<file path="src/hw/rtl/lkvc_pkg.sv">
// Shared types and constants of the LRU key-value cache.
package lkvc_pkg;

   // Field widths of the request and result items
   localparam int KEY_W   = 32;
   localparam int VALUE_W = 32;

   // Configuration port
   localparam int CSR_DATA_W = 32;
   localparam int CSR_ADDR_W = 2;
   localparam int CAP_W      = 5;

   localparam logic [CSR_ADDR_W-1:0] ADDR_CAPACITY = 2'd0;
   localparam logic [CAP_W-1:0]      CAP_RESET     = 5'd16;

   // Read value returned on a miss
   localparam logic [VALUE_W-1:0] MISS_VALUE = '1;

   // Request operation codes
   typedef enum logic {
      OP_GET = 1'b0,
      OP_PUT = 1'b1
   } op_type;

   // Controller to datapath commands
   typedef struct packed {
      logic capture;
      logic lookup;
      logic commit;
   } ctrl_cmd_type;

   // Datapath to controller status
   typedef struct packed {
      logic is_put;
      logic rsp_free;
   } ctrl_status_type;

endpackage

</file>
<file path="src/hw/rtl/lkvc_req_if.sv">
// Request channel: operation, key and value with a valid/ready handshake.
interface lkvc_req_if import lkvc_pkg::*; ();
   logic                      valid;
   logic                      ready;
   logic                      cmd;
   logic signed [KEY_W-1:0]   key;
   logic signed [VALUE_W-1:0] value;

   modport source (output valid, output cmd, output key, output value, input ready);
   modport sink   (input valid, input cmd, input key, input value, output ready);
endinterface

</file>
<file path="src/hw/rtl/lkvc_rsp_if.sv">
// Result channel: hit flag and read value with a valid/ready handshake.
interface lkvc_rsp_if import lkvc_pkg::*; ();
   logic                      valid;
   logic                      ready;
   logic                      hit;
   logic signed [VALUE_W-1:0] read_value;

   modport source (output valid, output hit, output read_value, input ready);
   modport sink   (input valid, input hit, input read_value, output ready);
endinterface

</file>
<file path="src/hw/rtl/lkvc_ram.sv">
// Generic single-write, single-read RAM with registered read data.
module lkvc_ram #(
   parameter int WIDTH = 32,
   parameter int DEPTH = 16
) (
   input  logic                                   clock,
   input  logic                                   wr_en,
   input  logic [(DEPTH > 1 ? $clog2(DEPTH) : 1)-1:0] wr_addr,
   input  logic [WIDTH-1:0]                       wr_data,
   input  logic                                   rd_en,
   input  logic [(DEPTH > 1 ? $clog2(DEPTH) : 1)-1:0] rd_addr,
   output logic [WIDTH-1:0]                       rd_data
);
   logic [WIDTH-1:0] mem_ff [DEPTH];
   logic [WIDTH-1:0] rd_data_ff;

   // Write one entry
   always_ff @(posedge clock) begin
      if (wr_en) begin
         mem_ff[wr_addr] <= wr_data;
      end
   end

   // Register the read data
   always_ff @(posedge clock) begin
      if (rd_en) begin
         rd_data_ff <= mem_ff[rd_addr];
      end
   end

   assign rd_data = rd_data_ff;
endmodule

</file>
<file path="src/hw/rtl/lkvc_ctrl.sv">
// Controller state machine: sequences capture, lookup and commit of each item.
module lkvc_ctrl import lkvc_pkg::*; (
   input  logic            clock,
   input  logic            reset,
   input  logic            req_valid,
   output logic            req_ready,
   input  ctrl_status_type status,
   output ctrl_cmd_type    cmd
);
   typedef enum logic [2:0] {
      ST_IDLE   = 3'b001,
      ST_LOOKUP = 3'b010,
      ST_UPDATE = 3'b100
   } state_type;

   state_type state_ff, state_in;
   logic      can_commit;

   // A get commits only when the result register is free
   assign can_commit = status.is_put || status.rsp_free;

   // Next state and commands
   always_comb begin
      state_in    = state_ff;
      req_ready   = 1'b0;
      cmd         = '0;
      case (state_ff)
         ST_IDLE: begin
            req_ready = !reset;
            if (req_valid && !reset) begin
               cmd.capture = 1'b1;
               state_in    = ST_LOOKUP;
            end
         end
         ST_LOOKUP: begin
            cmd.lookup = 1'b1;
            state_in   = ST_UPDATE;
         end
         ST_UPDATE: begin
            if (can_commit) begin
               cmd.commit = 1'b1;
               req_ready  = !reset;
               if (req_valid && !reset) begin
                  cmd.capture = 1'b1;
                  state_in    = ST_LOOKUP;
               end else begin
                  state_in = ST_IDLE;
               end
            end
         end
         default: begin
            state_in = ST_IDLE;
         end
      endcase
   end

   // Advance the state
   always_ff @(posedge clock) begin
      if (reset) begin
         state_ff <= ST_IDLE;
      end else begin
         state_ff <= state_in;
      end
   end
endmodule

</file>
<file path="src/hw/rtl/lkvc_datapath.sv">
// Datapath: tag, age and valid stores, data RAM, lookup registers, result and CSR.
module lkvc_datapath import lkvc_pkg::*; #(
   parameter int MAX_ENTRIES = 16
) (
   input  logic                      clock,
   input  logic                      reset,
   input  ctrl_cmd_type              cmd,
   output ctrl_status_type           status,
   input  logic                      req_cmd,
   input  logic signed [KEY_W-1:0]   req_key,
   input  logic signed [VALUE_W-1:0] req_value,
   input  logic                      rsp_ready,
   output logic                      rsp_valid,
   output logic                      rsp_hit,
   output logic signed [VALUE_W-1:0] rsp_read_value,
   input  logic                      psel,
   input  logic                      penable,
   input  logic                      pwrite,
   input  logic [CSR_ADDR_W-1:0]     paddr,
   input  logic [CSR_DATA_W-1:0]     pwdata,
   output logic [CSR_DATA_W-1:0]     prdata,
   output logic                      pready
);
   localparam int IDX_W = (MAX_ENTRIES > 1) ? $clog2(MAX_ENTRIES) : 1;
   localparam int AGE_W = IDX_W;
   localparam int CNT_W = $clog2(MAX_ENTRIES + 1);
   localparam int EXT_W = ((CNT_W > CAP_W) ? CNT_W : CAP_W) + 1;
   localparam logic [EXT_W-1:0] MAX_EXT = EXT_W'(MAX_ENTRIES);

   // Captured item
   logic                      op_ff;
   logic signed [KEY_W-1:0]   key_ff;
   logic signed [VALUE_W-1:0] val_ff;

   // Stores
   logic                      valid_ff [MAX_ENTRIES];
   logic                      valid_in [MAX_ENTRIES];
   logic [AGE_W-1:0]          age_ff   [MAX_ENTRIES];
   logic [AGE_W-1:0]          age_in   [MAX_ENTRIES];
   logic signed [KEY_W-1:0]   tag_ff   [MAX_ENTRIES];
   logic [CNT_W-1:0]          count_ff, count_in;
   logic [CAP_W-1:0]          cap_ff;

   // Lookup results
   logic                      hit_ff;
   logic [IDX_W-1:0]          hit_idx_ff;
   logic [AGE_W-1:0]          hit_age_ff;
   logic                      full_ff;
   logic [IDX_W-1:0]          victim_idx_ff;

   // Result register
   logic                      rsp_valid_ff, rsp_valid_in;
   logic                      rsp_hit_ff;
   logic [VALUE_W-1:0]        rsp_data_ff;

   logic                      match_any;
   logic [IDX_W-1:0]          match_idx;
   logic [AGE_W-1:0]          match_age;
   logic [IDX_W-1:0]          victim_idx;
   logic [AGE_W-1:0]          last_age;
   logic [EXT_W-1:0]          cap_ext, eff_cap, count_ext;
   logic                      is_put, do_fill, do_touch, do_evict;
   logic [IDX_W-1:0]          fill_idx, touch_idx, wr_idx;
   logic [AGE_W-1:0]          touch_age;
   logic [VALUE_W-1:0]        ram_rd_data;
   logic                      csr_write;

   // Capture the item
   always_ff @(posedge clock) begin
      if (cmd.capture) begin
         op_ff  <= req_cmd;
         key_ff <= req_key;
         val_ff <= req_value;
      end
   end

   // Clamp the capacity register to 1..MAX_ENTRIES
   always_comb begin
      cap_ext   = EXT_W'(cap_ff);
      count_ext = EXT_W'(count_ff);
      if (cap_ext == '0) begin
         eff_cap = EXT_W'(1);
      end else if (cap_ext > MAX_EXT) begin
         eff_cap = MAX_EXT;
      end else begin
         eff_cap = cap_ext;
      end
   end

   // Compare all tags and find the oldest valid entry
   assign last_age = AGE_W'(count_ff - CNT_W'(1));

   always_comb begin
      match_any  = 1'b0;
      match_idx  = '0;
      match_age  = '0;
      victim_idx = '0;
      for (int i = 0; i < MAX_ENTRIES; i++) begin
         if (valid_ff[i] && tag_ff[i] == key_ff) begin
            match_any = 1'b1;
            match_idx = match_idx | IDX_W'(i);
            match_age = match_age | age_ff[i];
         end
         if (valid_ff[i] && age_ff[i] == last_age) begin
            victim_idx = victim_idx | IDX_W'(i);
         end
      end
   end

   // Hold the lookup outcome for the update cycle
   always_ff @(posedge clock) begin
      if (cmd.lookup) begin
         hit_ff        <= match_any;
         hit_idx_ff    <= match_idx;
         hit_age_ff    <= match_age;
         full_ff       <= count_ext >= eff_cap;
         victim_idx_ff <= victim_idx;
      end
   end

   // Choose the slot that the update touches
   assign is_put    = (op_ff == OP_PUT);
   assign do_fill   = cmd.commit && is_put && !hit_ff && !full_ff;
   assign do_evict  = cmd.commit && is_put && !hit_ff && full_ff;
   assign do_touch  = (cmd.commit && hit_ff) || do_evict;
   assign fill_idx  = count_ff[IDX_W-1:0];
   assign touch_idx = hit_ff ? hit_idx_ff : victim_idx_ff;
   assign touch_age = hit_ff ? hit_age_ff : last_age;
   assign wr_idx    = hit_ff ? hit_idx_ff : (full_ff ? victim_idx_ff : fill_idx);

   // Age, valid and count updates
   always_comb begin
      count_in = do_fill ? count_ff + CNT_W'(1) : count_ff;
      for (int i = 0; i < MAX_ENTRIES; i++) begin
         valid_in[i] = valid_ff[i];
         age_in[i]   = age_ff[i];
         if (do_fill) begin
            if (fill_idx == IDX_W'(i)) begin
               valid_in[i] = 1'b1;
               age_in[i]   = '0;
            end else if (valid_ff[i]) begin
               age_in[i] = age_ff[i] + AGE_W'(1);
            end
         end else if (do_touch) begin
            if (touch_idx == IDX_W'(i)) begin
               age_in[i] = '0;
            end else if (valid_ff[i] && age_ff[i] < touch_age) begin
               age_in[i] = age_ff[i] + AGE_W'(1);
            end
         end
      end
   end

   always_ff @(posedge clock) begin
      if (reset) begin
         count_ff <= '0;
         for (int i = 0; i < MAX_ENTRIES; i++) begin
            valid_ff[i] <= 1'b0;
            age_ff[i]   <= '0;
         end
      end else begin
         count_ff <= count_in;
         for (int i = 0; i < MAX_ENTRIES; i++) begin
            valid_ff[i] <= valid_in[i];
            age_ff[i]   <= age_in[i];
         end
      end
   end

   // Write the new key on fill or eviction
   always_ff @(posedge clock) begin
      for (int i = 0; i < MAX_ENTRIES; i++) begin
         if ((do_fill || do_evict) && wr_idx == IDX_W'(i)) begin
            tag_ff[i] <= key_ff;
         end
      end
   end

   // Value store: read during lookup, write on commit of a put
   lkvc_ram #(
      .WIDTH (VALUE_W),
      .DEPTH (MAX_ENTRIES)
   ) u_data_ram (
      .clock   (clock),
      .wr_en   (cmd.commit && is_put),
      .wr_addr (wr_idx),
      .wr_data (val_ff),
      .rd_en   (cmd.lookup),
      .rd_addr (match_idx),
      .rd_data (ram_rd_data)
   );

   // Load the result of a get, drop it once taken
   always_comb begin
      rsp_valid_in = rsp_valid_ff;
      if (cmd.commit && !is_put) begin
         rsp_valid_in = 1'b1;
      end else if (rsp_ready) begin
         rsp_valid_in = 1'b0;
      end
   end

   always_ff @(posedge clock) begin
      if (reset) begin
         rsp_valid_ff <= 1'b0;
      end else begin
         rsp_valid_ff <= rsp_valid_in;
      end
   end

   always_ff @(posedge clock) begin
      if (cmd.commit && !is_put) begin
         rsp_hit_ff  <= hit_ff;
         rsp_data_ff <= hit_ff ? ram_rd_data : MISS_VALUE;
      end
   end

   assign rsp_valid      = rsp_valid_ff;
   assign rsp_hit        = rsp_hit_ff;
   assign rsp_read_value = rsp_data_ff;

   assign status.is_put   = is_put;
   assign status.rsp_free = !rsp_valid_ff || rsp_ready;

   // Capacity register
   assign csr_write = psel && penable && pwrite && pready;

   always_ff @(posedge clock) begin
      if (reset) begin
         cap_ff <= CAP_RESET;
      end else if (csr_write && paddr == ADDR_CAPACITY) begin
         cap_ff <= pwdata[CAP_W-1:0];
      end
   end

   always_comb begin
      prdata = '0;
      if (paddr == ADDR_CAPACITY) begin
         prdata[CAP_W-1:0] = cap_ff;
      end
   end

   assign pready = 1'b1;
endmodule

</file>
<file path="src/hw/rtl/lru_key_value_cache.sv">
// Top level of the fully associative key-value cache with LRU replacement.
//
//   channel  | direction | handshake       | payload
//   ---------+-----------+-----------------+---------------------------------
//   req_chan | in        | valid / ready   | cmd, key, value
//   rsp_chan | out       | valid / ready   | hit, read_value (one per get)
//   csr      | in / out  | psel / penable  | capacity_in_use at address 0
//
// An item passes a lookup state, which compares the key against every stored
// tag, and an update state, which updates the age, tag and value stores. A new
// item can be taken in the update cycle of the previous one, while that one commits.
// Reset clears valid bits, ages and count at once; no clearing pass.
// A get holds in its update cycle while the previous result has not been taken.
module lru_key_value_cache import lkvc_pkg::*; #(
   parameter int MAX_ENTRIES = 16
) (
   input  logic                  clock,
   input  logic                  reset,
   lkvc_req_if.sink              req_chan,
   lkvc_rsp_if.source            rsp_chan,
   input  logic                  psel,
   input  logic                  penable,
   input  logic                  pwrite,
   input  logic [CSR_ADDR_W-1:0] paddr,
   input  logic [CSR_DATA_W-1:0] pwdata,
   output logic [CSR_DATA_W-1:0] prdata,
   output logic                  pready
);
   ctrl_cmd_type    ctrl_cmd;
   ctrl_status_type ctrl_status;

   lkvc_ctrl u_ctrl (
      .clock     (clock),
      .reset     (reset),
      .req_valid (req_chan.valid),
      .req_ready (req_chan.ready),
      .status    (ctrl_status),
      .cmd       (ctrl_cmd)
   );

   lkvc_datapath #(
      .MAX_ENTRIES (MAX_ENTRIES)
   ) u_datapath (
      .clock          (clock),
      .reset          (reset),
      .cmd            (ctrl_cmd),
      .status         (ctrl_status),
      .req_cmd        (req_chan.cmd),
      .req_key        (req_chan.key),
      .req_value      (req_chan.value),
      .rsp_ready      (rsp_chan.ready),
      .rsp_valid      (rsp_chan.valid),
      .rsp_hit        (rsp_chan.hit),
      .rsp_read_value (rsp_chan.read_value),
      .psel           (psel),
      .penable        (penable),
      .pwrite         (pwrite),
      .paddr          (paddr),
      .pwdata         (pwdata),
      .prdata         (prdata),
      .pready         (pready)
   );
endmodule

</file>
<file path="src/flat_wrapper.sv">
// flat-port wrapper written by rule: the top's interface ports become plain ports
module lru_key_value_cache_flat import lkvc_pkg::*;
#(
   parameter int MAX_ENTRIES = 16
)
  (clock, reset, psel, penable, pwrite, paddr, pwdata, prdata, pready, req_chan_valid, req_chan_cmd, req_chan_key, req_chan_value, req_chan_ready, rsp_chan_valid, rsp_chan_hit, rsp_chan_read_value, rsp_chan_ready);
  lkvc_req_if req_chan_i ();
  lkvc_rsp_if rsp_chan_i ();
  input  logic clock;
  input  logic reset;
  input  logic psel;
  input  logic penable;
  input  logic pwrite;
  input  logic [CSR_ADDR_W-1:0] paddr;
  input  logic [CSR_DATA_W-1:0] pwdata;
  output logic [CSR_DATA_W-1:0] prdata;
  output logic pready;
  input wire logic [$bits(req_chan_i.valid)-1:0] req_chan_valid;
  input wire logic [$bits(req_chan_i.cmd)-1:0] req_chan_cmd;
  input wire logic [$bits(req_chan_i.key)-1:0] req_chan_key;
  input wire logic [$bits(req_chan_i.value)-1:0] req_chan_value;
  output wire logic [$bits(req_chan_i.ready)-1:0] req_chan_ready;
  output wire logic [$bits(rsp_chan_i.valid)-1:0] rsp_chan_valid;
  output wire logic [$bits(rsp_chan_i.hit)-1:0] rsp_chan_hit;
  output wire logic [$bits(rsp_chan_i.read_value)-1:0] rsp_chan_read_value;
  input wire logic [$bits(rsp_chan_i.ready)-1:0] rsp_chan_ready;
  assign req_chan_i.valid = req_chan_valid;
  assign req_chan_i.cmd = req_chan_cmd;
  assign req_chan_i.key = req_chan_key;
  assign req_chan_i.value = req_chan_value;
  assign req_chan_ready = req_chan_i.ready;
  assign rsp_chan_valid = rsp_chan_i.valid;
  assign rsp_chan_hit = rsp_chan_i.hit;
  assign rsp_chan_read_value = rsp_chan_i.read_value;
  assign rsp_chan_i.ready = rsp_chan_ready;
  lru_key_value_cache #(.MAX_ENTRIES(MAX_ENTRIES)) u_core (.clock(clock), .reset(reset), .req_chan(req_chan_i), .rsp_chan(rsp_chan_i), .psel(psel), .penable(penable), .pwrite(pwrite), .paddr(paddr), .pwdata(pwdata), .prdata(prdata), .pready(pready));
endmodule
</file>
<file path="config.mk">
export PLATFORM = sky130hd
export DESIGN_NAME = lru_key_value_cache_flat
export DESIGN_NICKNAME = d
export VERILOG_FILES = /design/src/hw/rtl/lkvc_pkg.sv /design/src/hw/rtl/lkvc_req_if.sv /design/src/hw/rtl/lkvc_rsp_if.sv /design/src/hw/rtl/lkvc_ram.sv /design/src/hw/rtl/lkvc_ctrl.sv /design/src/hw/rtl/lkvc_datapath.sv /design/src/hw/rtl/lru_key_value_cache.sv /design/src/flat_wrapper.sv
export SDC_FILE = /design/constraint.sdc
export NUM_CORES = 2
export LEC_CHECK = 0
export ABC_AREA = 1
export BUFFER_PORTS_ARGS = -buffer_cell sky130_fd_sc_hd__clkbuf_2
export CORE_MARGIN = 1
export CORE_UTILIZATION = 46
export CTS_CLUSTER_DIAMETER = 100
export DETAILED_ROUTE_END_ITERATION = 8
export SLEW_MARGIN = 20
export SYNTH_ARGS = -nofsm -noshare
export SYNTH_HDL_FRONTEND = slang
export SYNTH_SLANG_ARGS = --single-unit
</file>
<file path="constraint.sdc">
create_clock -name clock -period 4.3 [get_ports clock]
set_input_delay 0.645 -clock clock [delete_from_list [all_inputs] [get_ports clock]]
set_output_delay 0.645 -clock clock [all_outputs]
set_load 0.1 [all_outputs]
</file>
==> results.sh <==
export IMPL_slowest_delay_ns=0.85
export IMPL_synth_top_flop_cell="edfxtp_1"
export IMPL_netSwitchingPower_mw=6.09
export IMPL_cpLargestDelayFamily="simple AND/OR/NAND/NOR gates"
export IMPL_crit_path_start_kind="register"
export IMPL_min_path_cells=1
export IMPL_synthMuxAreaShare=0.000165
export IMPL_cts_clk_slew_worst_paths_ns=0.06
export IMPL_critPathSlowestCell="edfxtp_1"
export IMPL_r2r_start="u_core.u_datapath.key_ff[2]"
export IMPL_ys_warnings_count=0
export IMPL_synth_compound_area_frac=0.0479
export IMPL_synth_edf_count=1168
export IMPL_finalCriticalPeriod_ns=3.97
export IMPL_p_seq_frac=0.505
export IMPL_ctsHoldBuffers=39
export IMPL_clkPwrFrac=0.450
export IMPL_endpoint_kind="register"
export IMPL_pwr_share_comb=0.045
export IMPL_core_area_mm2=0.130
export IMPL_drive_above_1_share=0.105
export IMPL_grt_pass1_wl_um=294000
export IMPL_p_int_mw=20.7
export IMPL_fin_tns_setup_ns=0
export IMPL_start_util=0.466
export IMPL_cts_buffers=141
export IMPL_hold_viol_final=0
export IMPL_power_static_leakage_nw=27.5
export IMPL_slew_headroom=0.314
export IMPL_rr_endpoint="u_core.u_datapath.u_data_ram.rd_data[29]"
export IMPL_crit_arrival_ns=4.62
export IMPL_synthSimpleGateAreaFrac=0.233
export IMPL_peakVddDrop_mv=0.452
export IMPL_ioPinCount=174
export IMPL_reg2reg_depth=14
export IMPL_wirelength_um=203000
export IMPL_place_hpwl_um=129000
export IMPL_cts_tree="yes"
export IMPL_postCtsSetupBuffers=0
export IMPL_drt_iter0_drc=5673
export IMPL_synth_top_family_by_area="simple AND/OR/NAND/NOR gates"
export IMPL_synth_adder_area_share=0.0152
export IMPL_gp_congestion=0.980
export IMPL_synthXorXnorAreaFrac=0.0251
export IMPL_fp_dieW_um=365
export IMPL_worstPathCellList="buf_4 -> xor2_1 -> nand3b_1 -> nor2_1 -> nand3_2 -> inv_1 -> nor2_1 -> nand2_1 -> nor2_4 -> buf_4 -> nand2_1 -> nand3_1 -> nand3_1 -> nand2_1"
export IMPL_power_density_mw_per_mm2=387
export IMPL_swShare=0.227
export IMPL_synth_top_area_share=0.577
export IMPL_setup_violations=0
export IMPL_path_max_fanout=24
export IMPL_die_area_mm2=0.134
export IMPL_clk_path_buf_depth=3
export IMPL_r2r_slack_ns=0.33
export IMPL_syn_mean_instance_area_um2=9.78
export IMPL_drv_cap=0
export IMPL_cts_root_buf="clkbuf_16"
export IMPL_synthCells=6210
export IMPL_viasPerCell=5.59
export IMPL_period_share=0.923
export IMPL_grt_max_degree=93
export IMPL_cts_resized=0
export IMPL_area_growth_pct=14.1
export IMPL_ys_top_cells_by_area="edfxtp_1 (58%), nand2_1 (10%), nand3_1 (5.4%)"
export IMPL_fin_skew_ns=0.0446
export IMPL_grt_usage=0.305
export IMPL_rsz0062_at_grt="no"
export IMPL_drc=0
export IMPL_ant_nets=0
export IMPL_wl_per_cell_um=24.4
export IMPL_ys_types=62
export IMPL_status="finished clean"
export IMPL_ys_ff_latch=1262
export IMPL_worstSkewPairLatency_ns=0.80
export IMPL_crit_type="register to register"
export IMPL_via_count=46521
export IMPL_syn_area_mm2=0.0607
export IMPL_holdPathEnd="u_core.u_datapath.key_ff[17]"
export IMPL_critical_path_most_common_cell="nand2_1"
export IMPL_cts_htree_levels=4
export IMPL_crit_buf_inv=3
export IMPL_ys_seq_area_frac=0.608
export IMPL_cp_data_required_time_ns=4.95
export IMPL_worst_slew_pin_slew_ns=1.02
export IMPL_die_h_um=365
export IMPL_antenna_found_initial=9
export IMPL_gr_total_overflow=0
export IMPL_portBuffers=118
export IMPL_synth_largest_area_cell="edfxtp_1"
export IMPL_synth_async_reset_ratio=0
export IMPL_grt_pass1_vias=43376
export IMPL_power_mw=26.8
export IMPL_row_count=132
export IMPL_firstDrtPassIters=6
export IMPL_fmax_ghz=0.252
export IMPL_nets=6650
export IMPL_cts_sinks=1262
export IMPL_hold_class="input pin to register"
export IMPL_hp_start="req_chan_key[17]"
export IMPL_slew_viol_final=0
==> registers in the layout (all words and copies together) (netlist names), 3 cells and up <==
signal,count
u_core.u_ctrl.state_ff,3
u_core.u_datapath.age_ff,64
u_core.u_datapath.cap_ff,5
u_core.u_datapath.count_ff,5
u_core.u_datapath.hit_age_ff,4
u_core.u_datapath.hit_idx_ff,4
u_core.u_datapath.key_ff,32
u_core.u_datapath.rsp_read_value,32
u_core.u_datapath.tag_ff,512
u_core.u_datapath.u_data_ram.mem_ff,512
u_core.u_datapath.u_data_ram.rd_data,32
u_core.u_datapath.val_ff,32
u_core.u_datapath.valid_ff,16
u_core.u_datapath.victim_idx_ff,4
==> power groups by stage <==
stage	sequential [mW]	combinational [mW]	clock (mW)
after floorplan	13.8	0.651	0
after global placement	13.8	1.16	0
after detailed placement	13.8	1.16	0
after CTS	13.5	1.19	12.2
after global routing	13.5	1.28	12.7
final	13.5	1.22	12.1
==> cells in the final DEF (no fill, tap or decap), types with 92 or more instances in the layout <==
cell       netlist  layout
a21oi_1         98      98
buf_4           82     159
clkbuf_16        0     143
clkbuf_2         0     118
dfxtp_1         94      94
edfxtp_1      1168    1168
inv_1          628     627
nand2_1       1664    1664
nand3_1        652     651
nand4_1        137     137
nor2_1         523     505
nor3_1         109      92
o21ai_0        173     171
xnor2_1        102     102
==> through the flow <==
stage	cells	area [um^2]	hold WS [ns]	worst slack (ns)	utilization
CTS	8317	69300	0.00173	0.398	0.532
global route	8318	69300	0.00572	0.103	0.532
finish	8320	69300	0.0458	0.331	0.532
floorplan	6236	60800	0.421	0.0333	-
detailed placement	8030	64400	0.465	0.440	0.494
global placement	8029	64400	0.460	0.394	0.494
==> worst register-to-register path, stage by stage, from the launching register on <==
cell and delay [ns]:
edfxtp_1 0.85, buf_4 0.28, xor2_1 0.23, nand3b_1 0.14, nor2_1 0.06, nand3_2 0.24, inv_1 0.20, nor2_1 0.18
nand2_1 0.11, nor2_4 0.69, buf_4 0.45, nand2_1 0.12, nand3_1 0.12, nand3_1 0.10, nand2_1 0.08
==> layer usage <==
layer / global-route usage / part of all wire / vias to the layer above
li1: - / - / 21509
met1: 0.444 / 0.43 / 22313
met2: 0.454 / 0.43 / 2339
met3: 0.0595 / 0.099 / 358
met4: 0.104 / 0.033 / 2
met5: 0 / 0.000064 / -
==> kinds of logic after synthesis <==
family | Yosys count
AOI/OAI and AO/OA | 493
xor gates and xnor gates | 174
adders and majority gates | 74
buffers and inverters | 944
DFF | 1262
muxes | 1
other | 2
and+or+nand+nor | 3260
==> synth_stat cells, types with 20 or more instances <==
cell type	n
ha_1	74
o21ai_1	21
inv_2	30
buf_6	32
dfxtp_1	94
nor3_1	109
a211oi_1	20
xnor2_1	102
o22ai_1	82
or2_2	56
buf_4	82
buf_2	140
nor3b_1	20
nand2_1	1664
xor2_1	72
nand4_1	137
nand3_1	652
a21oi_1	98
inv_1	628
o21ai_0	173
nor2_1	523
o211ai_1	20
edfxtp_1	1168
clkbuf_1	20
==> worst max-delay path by stage <==
stage	startpoint	endpoint	slack (ns)	cells after the start
6_report	u_core.u_datapath.key_ff[2]	u_core.u_datapath.u_data_ram.rd_data[29]	0.33	14
3_5_place_dp	u_core.u_datapath.key_ff[4]	u_core.u_datapath.u_data_ram.rd_data[7]	0.44	18
3_3_place_gp	u_core.u_datapath.key_ff[4]	u_core.u_datapath.u_data_ram.rd_data[7]	0.39	18
5_1_grt	u_core.u_datapath.key_ff[4]	u_core.u_datapath.u_data_ram.rd_data[7]	0.10	18
2_1_floorplan	u_core.u_ctrl.state_ff[1]	u_core.u_ctrl.state_ff[0]	0.03	5
4_1_cts	u_core.u_datapath.key_ff[4]	u_core.u_datapath.u_data_ram.rd_data[11]	0.40	18
==> layout make-up <==
cell class,count,area [um^2]
fillers,11550,61000
repair buffers,371,3280
clock inverters,61,734
flip-flops and latches,1262,37000
multi-input cells,4030,19900
well taps,1742,2180
diodes,3,7.51
clock buffers,187,3800
inverters,664,2500
No activity file was read; power rests on OpenSTA's default activity.
